==> src/sv/sfdr_pkg.sv <==
// Types and constants of the serial frame receiver.
// Depends on nothing; used by sfdr_check, the top level and the checker.
`default_nettype none
package sfdr_pkg;

  localparam int unsigned WinLen = 15;

  localparam logic [7:0] SyncByte  = 8'hA5;
  localparam logic [7:0] TypeRobot = 8'h10;
  localparam logic [7:0] TypeKey   = 8'h30;
  localparam logic [7:0] CmdLow    = 8'h80;
  localparam logic [7:0] CmdHigh   = 8'h83;
  // bit 1 of payload byte 5 sits at bit 17 of the payload head
  localparam int unsigned HoldBitPos = 17;

  typedef logic [WinLen-1:0][7:0] win_t;  // index 0 is the oldest byte

  typedef enum logic {
    KindRobot = 1'b0,
    KindKey   = 1'b1
  } frame_kind_e;

  typedef struct packed {
    logic        is_frame;   // sync, known type, robot command in range
    frame_kind_e kind;
    logic        good;       // checksum matches
    logic [63:0] head;       // payload bytes 0..7
    logic [31:0] tail;       // payload bytes 8..11 as they stand in the window
    logic        hold;       // bit 1 of payload byte 5
  } chk_t;

endpackage
`default_nettype wire

==> src/sv/sfdr_if.sv <==
// Valid/ready channel interfaces of the frame receiver: received bytes in,
// frames out. Depends on nothing.
`default_nettype none
interface sfdr_rx_if;
  logic       valid;
  logic       ready;
  logic [7:0] rx_byte;
  logic       host_busy;

  modport source (output valid, output rx_byte, output host_busy, input ready);
  modport sink (input valid, input rx_byte, input host_busy, output ready);
endinterface

interface sfdr_frame_if;
  logic        valid;
  logic        ready;
  logic        frame_kind;
  logic [63:0] payload_head;
  logic [31:0] payload_tail;
  logic        is_resend;

  modport source (output valid, output frame_kind, output payload_head,
                  output payload_tail, output is_resend, input ready);
  modport sink (input valid, input frame_kind, input payload_head,
                input payload_tail, input is_resend, output ready);
endinterface
`default_nettype wire

==> src/sv/sfdr_check.sv <==
// Frame decoder: sync, type, command range and checksum of the 15-byte window.
// Depends on sfdr_pkg.
`default_nettype none
module sfdr_check (
  input  sfdr_pkg::win_t win_i,
  output sfdr_pkg::chk_t chk_o
);

  logic [6:0][7:0] pair_sum;
  logic [7:0]      sum;
  logic            is_robot;
  logic            is_key;
  logic            cmd_ok;

  always_comb begin
    for (int i = 0; i < 7; i++) begin
      pair_sum[i] = win_i[2*i] + win_i[2*i+1];
    end
    sum = 8'h00;
    for (int i = 0; i < 7; i++) begin
      sum = sum + pair_sum[i];
    end
  end

  assign is_robot = (win_i[1] == sfdr_pkg::TypeRobot);
  assign is_key   = (win_i[1] == sfdr_pkg::TypeKey);
  assign cmd_ok   = (win_i[2] >= sfdr_pkg::CmdLow) && (win_i[2] <= sfdr_pkg::CmdHigh);

  always_comb begin
    chk_o.is_frame = (win_i[0] == sfdr_pkg::SyncByte) && ((is_robot && cmd_ok) || is_key);
    chk_o.kind     = is_key ? sfdr_pkg::KindKey : sfdr_pkg::KindRobot;
    chk_o.good     = (sum == win_i[14]);
    chk_o.head     = {win_i[2], win_i[3], win_i[4], win_i[5],
                      win_i[6], win_i[7], win_i[8], win_i[9]};
    chk_o.tail     = {win_i[10], win_i[11], win_i[12], win_i[13]};
    chk_o.hold     = win_i[7][1];
  end

endmodule
`default_nettype wire

==> src/sv/serial_frame_dedup_receiver_unit.sv <==
// Serial frame receiver with duplicate suppression: top level.
// Depends on sfdr_pkg, sfdr_if and sfdr_check.
//
//  channel | modport | transfer payload
//  rx_i    | sink    | rx_byte, host_busy
//  frame_o | source  | frame_kind, payload_head, payload_tail, is_resend
//
// One byte per cycle while rx_i is ready. A transfer shifts the byte into the
// window register; once the result register is free, the window is decoded,
// the stored copies are updated and the result register is loaded.
// rx_i stalls only while a byte waits and the result register is held by frame_o.
// Reset clears the window, the valid and delivered flags; copies are unset.
`default_nettype none
module serial_frame_dedup_receiver_unit (
  input  wire logic     clk_i,
  input  wire logic     rst_ni,
  sfdr_rx_if.sink       rx_i,
  sfdr_frame_if.source  frame_o
);

  sfdr_pkg::win_t win_q, win_d;
  logic           pend_q;
  logic           busy_q;
  logic           advance;
  logic           rx_xfer;

  sfdr_pkg::chk_t chk;

  logic [3:0][63:0] rob_head_q;
  logic [3:0][23:0] rob_tail_q;
  logic [3:0]       rob_valid_q, rob_valid_d;
  logic [1:0]       rob_last_q, rob_last_d;
  logic             rob_deliv_q, rob_deliv_d;
  logic [63:0]      key_head_q;
  logic [31:0]      key_tail_q;
  logic             key_valid_q, key_valid_d;
  logic             key_deliv_q, key_deliv_d;

  logic [1:0]  rd_slot;
  logic [63:0] rc_head;
  logic [23:0] rc_tail;
  logic        rob_wr;
  logic        key_wr;
  logic        emit;
  logic        res_resend;
  sfdr_pkg::frame_kind_e res_kind;
  logic [63:0] res_head;
  logic [31:0] res_tail;

  logic        out_valid_q, out_valid_d;
  logic        out_kind_q;
  logic [63:0] out_head_q;
  logic [31:0] out_tail_q;
  logic        out_resend_q;

  assign advance    = pend_q && (!out_valid_q || frame_o.ready);
  assign rx_i.ready = !pend_q || advance;
  assign rx_xfer    = rx_i.valid && rx_i.ready;

  always_comb begin
    for (int i = 0; i < sfdr_pkg::WinLen - 1; i++) begin
      win_d[i] = win_q[i+1];
    end
    win_d[sfdr_pkg::WinLen-1] = rx_i.rx_byte;
  end

  always_ff @(posedge clk_i or negedge rst_ni) begin
    if (!rst_ni) begin
      win_q  <= '0;
      pend_q <= 1'b0;
      busy_q <= 1'b0;
    end else begin
      if (rx_xfer) begin
        win_q  <= win_d;
        busy_q <= rx_i.host_busy;
      end
      pend_q <= rx_xfer || (pend_q && !advance);
    end
  end

  sfdr_check u_check (
    .win_i (win_q),
    .chk_o (chk)
  );

  assign rd_slot = chk.good ? chk.head[57:56] : rob_last_q;
  assign rc_head = rob_head_q[rd_slot];
  assign rc_tail = rob_tail_q[rd_slot];

  always_comb begin
    rob_valid_d = rob_valid_q;
    rob_last_d  = rob_last_q;
    rob_deliv_d = rob_deliv_q;
    key_valid_d = key_valid_q;
    key_deliv_d = key_deliv_q;
    rob_wr      = 1'b0;
    key_wr      = 1'b0;
    emit        = 1'b0;
    res_resend  = 1'b0;
    res_kind    = chk.kind;
    res_head    = chk.head;
    res_tail    = chk.tail;
    if (advance && chk.is_frame) begin
      if (chk.kind == sfdr_pkg::KindRobot) begin
        if (chk.good) begin
          rob_last_d = rd_slot;
          res_tail   = {chk.tail[31:8], 8'h00};
          if (!(rob_valid_q[rd_slot] && rc_head == chk.head
                && rc_tail == chk.tail[31:8])) begin
            rob_wr               = 1'b1;
            rob_valid_d[rd_slot] = 1'b1;
            rob_deliv_d          = !busy_q;
            emit                 = !busy_q;
          end
        end else if (!rob_deliv_q && rob_valid_q[rd_slot] && !busy_q) begin
          rob_deliv_d = 1'b1;
          emit        = 1'b1;
          res_resend  = 1'b1;
          res_head    = rc_head;
          res_tail    = {rc_tail, 8'h00};
        end
      end else begin
        if (chk.good) begin
          if (!(key_valid_q && key_head_q == chk.head && key_tail_q == chk.tail)) begin
            key_wr      = 1'b1;
            key_valid_d = 1'b1;
            key_deliv_d = !busy_q;
            emit        = !busy_q && (!key_valid_q || !chk.hold
                                      || !key_head_q[sfdr_pkg::HoldBitPos]);
          end
        end else if (!key_deliv_q && key_valid_q && !busy_q) begin
          key_deliv_d = 1'b1;
          emit        = !(chk.hold && key_head_q[sfdr_pkg::HoldBitPos]);
          res_resend  = 1'b1;
          res_head    = key_head_q;
          res_tail    = key_tail_q;
        end
      end
    end
  end

  always_ff @(posedge clk_i or negedge rst_ni) begin
    if (!rst_ni) begin
      rob_valid_q <= '0;
      rob_last_q  <= '0;
      rob_deliv_q <= 1'b0;
      key_valid_q <= 1'b0;
      key_deliv_q <= 1'b0;
    end else begin
      rob_valid_q <= rob_valid_d;
      rob_last_q  <= rob_last_d;
      rob_deliv_q <= rob_deliv_d;
      key_valid_q <= key_valid_d;
      key_deliv_q <= key_deliv_d;
    end
  end

  always_ff @(posedge clk_i) begin
    if (rob_wr) begin
      rob_head_q[rd_slot] <= chk.head;
      rob_tail_q[rd_slot] <= chk.tail[31:8];
    end
    if (key_wr) begin
      key_head_q <= chk.head;
      key_tail_q <= chk.tail;
    end
  end

  always_comb begin
    out_valid_d = out_valid_q;
    if (advance) begin
      out_valid_d = emit;
    end else if (frame_o.ready) begin
      out_valid_d = 1'b0;
    end
  end

  always_ff @(posedge clk_i or negedge rst_ni) begin
    if (!rst_ni) begin
      out_valid_q <= 1'b0;
    end else begin
      out_valid_q <= out_valid_d;
    end
  end

  always_ff @(posedge clk_i) begin
    if (advance && emit) begin
      out_kind_q   <= res_kind;
      out_head_q   <= res_head;
      out_tail_q   <= res_tail;
      out_resend_q <= res_resend;
    end
  end

  assign frame_o.valid        = out_valid_q;
  assign frame_o.frame_kind   = out_kind_q;
  assign frame_o.payload_head = out_head_q;
  assign frame_o.payload_tail = out_tail_q;
  assign frame_o.is_resend    = out_resend_q;

endmodule
`default_nettype wire

==> src/flat_wrapper.sv <==
// flat-port wrapper written by rule: the top's interface ports become plain ports
module serial_frame_dedup_receiver_unit_flat 
  (clk_i, rst_ni, rx_i_valid, rx_i_rx_byte, rx_i_host_busy, rx_i_ready, frame_o_valid, frame_o_frame_kind, frame_o_payload_head, frame_o_payload_tail, frame_o_is_resend, frame_o_ready);
  sfdr_rx_if rx_i_i ();
  sfdr_frame_if frame_o_i ();
  input  wire logic clk_i;
  input  wire logic rst_ni;
  input wire logic [$bits(rx_i_i.valid)-1:0] rx_i_valid;
  input wire logic [$bits(rx_i_i.rx_byte)-1:0] rx_i_rx_byte;
  input wire logic [$bits(rx_i_i.host_busy)-1:0] rx_i_host_busy;
  output wire logic [$bits(rx_i_i.ready)-1:0] rx_i_ready;
  output wire logic [$bits(frame_o_i.valid)-1:0] frame_o_valid;
  output wire logic [$bits(frame_o_i.frame_kind)-1:0] frame_o_frame_kind;
  output wire logic [$bits(frame_o_i.payload_head)-1:0] frame_o_payload_head;
  output wire logic [$bits(frame_o_i.payload_tail)-1:0] frame_o_payload_tail;
  output wire logic [$bits(frame_o_i.is_resend)-1:0] frame_o_is_resend;
  input wire logic [$bits(frame_o_i.ready)-1:0] frame_o_ready;
  assign rx_i_i.valid = rx_i_valid;
  assign rx_i_i.rx_byte = rx_i_rx_byte;
  assign rx_i_i.host_busy = rx_i_host_busy;
  assign rx_i_ready = rx_i_i.ready;
  assign frame_o_valid = frame_o_i.valid;
  assign frame_o_frame_kind = frame_o_i.frame_kind;
  assign frame_o_payload_head = frame_o_i.payload_head;
  assign frame_o_payload_tail = frame_o_i.payload_tail;
  assign frame_o_is_resend = frame_o_i.is_resend;
  assign frame_o_i.ready = frame_o_ready;
  serial_frame_dedup_receiver_unit u_core (.clk_i(clk_i), .rst_ni(rst_ni), .rx_i(rx_i_i), .frame_o(frame_o_i));
endmodule
==> config.mk <==
export PLATFORM = sky130hd
export DESIGN_NAME = serial_frame_dedup_receiver_unit_flat
export DESIGN_NICKNAME = d
export VERILOG_FILES = /design/src/sv/sfdr_pkg.sv /design/src/sv/sfdr_if.sv /design/src/sv/sfdr_check.sv /design/src/sv/serial_frame_dedup_receiver_unit.sv /design/src/flat_wrapper.sv
export SDC_FILE = /design/constraint.sdc
export NUM_CORES = 1
export LEC_CHECK = 0
export BUFFER_PORTS_ARGS = -buffer_cell sky130_fd_sc_hd__buf_4
export CAP_MARGIN = 20
export CORE_UTILIZATION = 60
export DETAILED_ROUTE_END_ITERATION = 10
export GPL_TIMING_DRIVEN = 0
export MAX_ROUTING_LAYER = met4
export PLACE_DENSITY_LB_ADDON = 0.15
export SLEW_MARGIN = 5
export SYNTH_ARGS = -nofsm -noshare
export SYNTH_HDL_FRONTEND = slang
export SYNTH_HIERARCHICAL = 1
export SYNTH_SLANG_ARGS = --single-unit
==> constraint.sdc <==
create_clock -name clk_i -period 38.7 [get_ports clk_i]
set_clock_uncertainty 0.05 [all_clocks]
set_input_delay 3.87 -clock clk_i [delete_from_list [all_inputs] [get_ports clk_i]]
set_output_delay 3.87 -clock clk_i [all_outputs]
set_load 0.05 [all_outputs]
== Word level (Yosys, flattened, before mapping) ==
Index checks and enable logic that the tools add are counted.

* Word-level logic and storage cells: 167
* Output and inout bits: 100
* Bits in registers: 678

* Muxes and demuxes: 56
* Eq/ne operators: 10
* $lt $le $gt $ge: 4
* Add/subtract/negate cells: 13
* Bitwise logic cells: 4
* Reduce and logical (&&, ||, !) cells: 43

{| class="wikitable"
|+ Operator list
! operator !! count
|-
| 64-bit two-way mux || 8
|-
| 256-bit bitwise mux || 1
|-
| 32-bit two-way mux || 6
|-
| 64-bit binary-select mux with 2-bit select || 1
|-
| 64-bit demux with 2-bit select || 1
|-
| 64-bit == test || 2
|-
| 8-bit adder || 13
|-
| 96-bit bitwise mux || 1
|-
| 24-bit binary-select mux with 2-bit select || 1
|-
| 24-bit demux with 2-bit select || 1
|-
| 24-bit two-way mux || 2
|-
| 32-bit == test || 1
|-
| 1-bit two-way mux || 31
|-
| 24-bit == test || 1
|-
| 1-bit logical AND || 19
|-
| 4-bit AND reduction || 4
|-
| 1-bit zero test || 10
|-
| 8-bit by 5-bit == test with 1-bit output (second input constant) || 1
|-
| 8-bit by 6-bit == test with 1-bit output (second input constant) || 1
|-
| 8-bit == test || 1
|-
| 8-bit == test (second input constant) || 1
|-
| 8-bit greater-or-equal comparator (second input constant) || 1
|-
| 8-bit less-or-equal comparator (second input constant) || 1
|-
| 1-bit logical OR || 6
|-
| other kinds (10) || 15
|}

== Longest topological paths before layout ==
* Depth in word-level cells: 19
* Gate-level depth with buffers: 34
* Gate-level depth less buffers: 28

== Hierarchy ==
The synthesis kept the hierarchy.

{| class="wikitable"
|+ By module, submodules not included
! module !! area an instance (µm²) !! seq. area each (µm²) !! times used !! cells an instance
|-
| serial_frame_dedup_receiver_unit || 29249.3 || 19698.9 || 1 || 2032
|-
| sfdr_check || 3195.6 || 0.0 || 1 || 329
|}

== Worst setup path after synthesis ==
No wires, ideal clock.

* Kind: reg-to-reg
* From: register u_core.win_q (netlist bit u_core/win_d[46])
* To: register u_core.out_kind_q, in the netlist u_core/frame_o.frame_kind (enable)
* Cell stages (with the launch flop): 23
* Path slack: 25.231 ns
* Required time: 38.177 ns
* Arrival: 12.945 ns
* Path buffers: 2
* Cell sequence: dfrtp_1 > fa_1 > inv_1 > fa_1 > inv_1 > fa_1 > inv_1 > fa_1 > fa_1 > fa_1 > xnor2_1 > xnor2_1 > xnor3_1 > xnor3_1 > or3_1 > a211oi_2 > buf_6 > buf_6 > nand3_1 > a21oi_1 > a22oi_1 > o21ai_0 > nand2b_1

{| class="wikitable"
|+ RTL lines
! what !! RTL line !! RTL
|-
| start: declaration || serial_frame_dedup_receiver_unit.sv:21 || <nowiki>sfdr_pkg::win_t win_q, win_d;</nowiki>
|-
| start signal: assignment || serial_frame_dedup_receiver_unit.sv:74 || <nowiki>win_q <= win_d;</nowiki>
|-
| end signal: assignment || serial_frame_dedup_receiver_unit.sv:188 || <nowiki>out_kind_q <= res_kind;</nowiki>
|-
| end: declaration || serial_frame_dedup_receiver_unit.sv:51 || <nowiki>logic out_kind_q;</nowiki>
|}

==> results.md <==
* Leading area contributor after synthesis: edfxtp_1
* Hold Crit Endpoint: u_core/rob_valid_q[0]
* # DRC at 0
* Final setup fails at 0
* Final wirelength at 118000 um
* Critical Path Source Type: flop
* Worst path slowest cell: nor4_1
* Post-synthesis register bit count at 678
* RSZ-0062 raised after global routing: no
* Avg Cell Area, Syn at 13.7 um2
* Number of enable flip-flop cells after synthesis at 546
* Post-Synthesis Cells at 2361
* Share of the synthesized area in the top cell type at 50.5%
* Post-Syn Nets at 2462
* Min-delay worst type: flop to flop
* Pre-antenna DRT Iters at 7
* Vias per Instance at 6.95
* Ports at 113
* Worst reg2reg setup slack at 26.42 ns
* Hold Fails Final Rpt at 0
* Warnings from Yosys at 6
* Cts bufs inserted at 71
* Critical path arrival at 12.52 ns
* IO Port Bufs at 112
* Full die area at 55000 um2
* Fmax at 81.4 MHz
* Clock transition at the registers of the reported paths at 0.06 ns
* Slew @ Worst Pin at 1.23 ns
* Root Buffer Master: clkbuf_16
* Post-DRT Antenna Nets at 0
* Routability Congestion at 1.07
* Fraction of layout cells with a size suffix above 1 at 19.8%
* Setup crit end kind: flop
* Hold-fix buffers, CTS at 0
* Post-CTS setup buffers at 0
* Cts repair resizes at 0
* CP max FO at 64
* Vias post-DR at 23000
* Asr flop ratio synth at 19.5%
* Final min period at 12.28 ns
* Number of max-cap violations at 0
* Largest net degree at the start of global routing at 90
* Die W at 235 um
* Clk_lat worst skew at 0.62 ns
* Cell mode on critical path: fa_1
* WL/cell at 35.5 um
* Initial core utilization at 61.3%
* Worst flop-to-flop path startpoint: u_core/win_d[46]
* CP max stage delay at 0.94 ns
* Vias in the first global route at 22000
* CTS HTree Levels at 3
* Dominant synthesized flop cell: edfxtp_1
* Pins Over Slew Limit at 0
* Clock Path Buffers at 3
* Final net count at 2673
* Initial drt markers at 3610
* Overflow after GRT at 0
* CP Data Required Time at 38.93 ns
* Post-Syn Area at 32400 um2
* First-pass GRT wire length at 162000 um
* Layout Area Growth over Synthesis at 13.8%
* Reg-to-Reg End: u_core/frame_o.payload_head[32]
* Initial antenna violation count at 6
* CTS tree: built
* Core area at 53000 um2
* Kind of critical path: flop to flop
* Detail Placement HPWL at 88100 um
* CTS Sinks at 678
* Hold Path Origin: u_core/rob_valid_q[0]
* Slew headroom at 17.8%
* Worst hold path depth at 1
* Status: finished, final reports clean
* Sequential element share of the synthesized area at 60.7%
* Setup TNS at 0 ns
* Reg2Reg Depth at 30
* Cell Rows at 84
* Die height at 235 um
* Cell variety after synth at 82
* Top post-synthesis cells by area: edfxtp_1 51%, dfrtp_1 10%, fa_1 4.6%
* Final worst-path cycle share at 31.7%
* Tot GR Track Use at 44.9%
-- worst max-delay path: cells and delay by family, from the launching register on --
kind | cells | cell delay, ns
simple gates | 5 | 2.73
xor+xnor | 4 | 1.29
buf+inv | 9 | 1.78
fa+ha+maj | 6 | 3.17
mux | 2 | 0.84
flops | 1 | 0.59
compound gates | 4 | 1.34
-- per-stage QoR --
step                worst slack, ns  instances  instance area, um2  utilization [%]  hold WS [ns]
finish                        26.42       3315               36900             69.7         0.424
global placement              19.09       3161               34100             64.5         0.403
floorplan                     25.23       2361               32400                -         0.388
global route                  26.60       3314               36900             69.7         0.441
CTS                           26.80       3309               36900             69.7         0.433
detailed placement            26.84       3186               34800             65.6         0.417
-- synth_stat cells (7+ instances only) --
master and instances:
buf_1 7, nor2b_1 21, a21o_1 30, a222oi_1 29, edfxtp_1 546, a22oi_1 17
a221o_1 21, ha_1 14, a221oi_1 11, and3_1 17, xor2_1 57, buf_4 101
buf_6 8, a21oi_1 35, nand3_1 16, a22o_1 12, o22ai_1 55, clkbuf_1 64
nor3_1 35, a211oi_1 10, nor4_1 26, mux4_2 9, and2_1 10, fa_1 74
nand2_1 147, o211ai_1 9, or3_1 31, a32oi_1 22, o2111ai_1 25, inv_1 177
xnor2_1 78, nand2b_1 23, nor2_1 68, mux2_2 128, mux2i_1 97, dfrtp_1 132
nand4_1 23, buf_2 22, o21ai_0 37, o2bb2ai_1 12, o221ai_1 17
-- routing by layer --
metal  track usage (%)  wire length [um]  vias up
met5                 -                 0        -
met4              26.4              8050        0
met3              12.1             16500      388
met2              64.3             51600     1936
met1              57.6             41500    11500
li1                  -                 -     9175
-- cells in the final DEF, fill, tap and decap left out, drive strengths merged, types with 30 or more instances in the layout --
| cell type | n |
|---|---|
| dfrtp | 132 |
| xor2 | 57 |
| or3 | 31 |
| o21ai | 41 |
| xnor2 | 79 |
| mux2i | 99 |
| clkbuf | 169 |
| a21oi | 35 |
| buf | 276 |
| mux2 | 129 |
| fa | 74 |
| nor3 | 35 |
| inv | 178 |
| nor2 | 68 |
| edfxtp | 546 |
| o22ai | 56 |
| nand2 | 147 |
| a21o | 30 |
-- area by class of cell --
class                      instances  area (um2)
fill                            3656       16000
multi-input combinational       1303       10900
tap                              688         861
sequential                       678       19700
clock inverter                    18         144
timing repair buffer             138        1410
clock buffer                     105        2010
antenna                            5        12.5
buffer                           202        1220
inverter                         178         668
-- flip-flops by register name (all words and copies together), names as in the netlist --
name and cells:
u_core/rob_head_q 256, u_core/win_d 112, u_core/rob_tail_q 96, u_core/frame_o.payload_head 64
u_core/key_head_q 64, u_core/frame_o.payload_tail 32, u_core/key_tail_q 32, u_core/win_q 8
u_core/rob_valid_q 4, u_core/rob_last_q 2, u_core/busy_q 1, u_core/frame_o.frame_kind 1
u_core/frame_o.is_resend 1, u_core/frame_o.valid 1, u_core/key_deliv_q 1, u_core/key_valid_q 1
u_core/pend_q 1, u_core/rob_deliv_q 1
-- worst max path at each step --
stage / startpoint / to / slack (ns)
final: u_core/win_d[46] / u_core/frame_o.payload_head[32] / 26.42
after detailed placement: u_core/win_d[46] / u_core/frame_o.payload_head[16] / 26.84
after floorplan: u_core/win_d[46] / u_core/frame_o.frame_kind / 25.23
after global routing: u_core/win_d[46] / u_core/frame_o.payload_head[37] / 26.60
after global placement: u_core/win_d[46] / u_core/frame_o.payload_head[16] / 19.09
after CTS: u_core/win_d[46] / u_core/frame_o.payload_head[42] / 26.80
-- logic make-up after synthesis --
| group | count (synthesis) | synth area share (%) |
|---|---|---|
| and+or+nand+nor | 451 | 7.06 |
| xor gates and xnor gates | 138 | 3.83 |
| muxes | 237 | 8.19 |
| DFF | 678 | 60.7 |
| AOI/OAI and AO/OA | 389 | 9.26 |
| buffers and inverters | 380 | 5.83 |
| adders and majority gates | 88 | 5.11 |
Power is left out: the tool's default activity adds up to more than one toggle a clock period on the data nets, which glitch-free logic cannot reach.
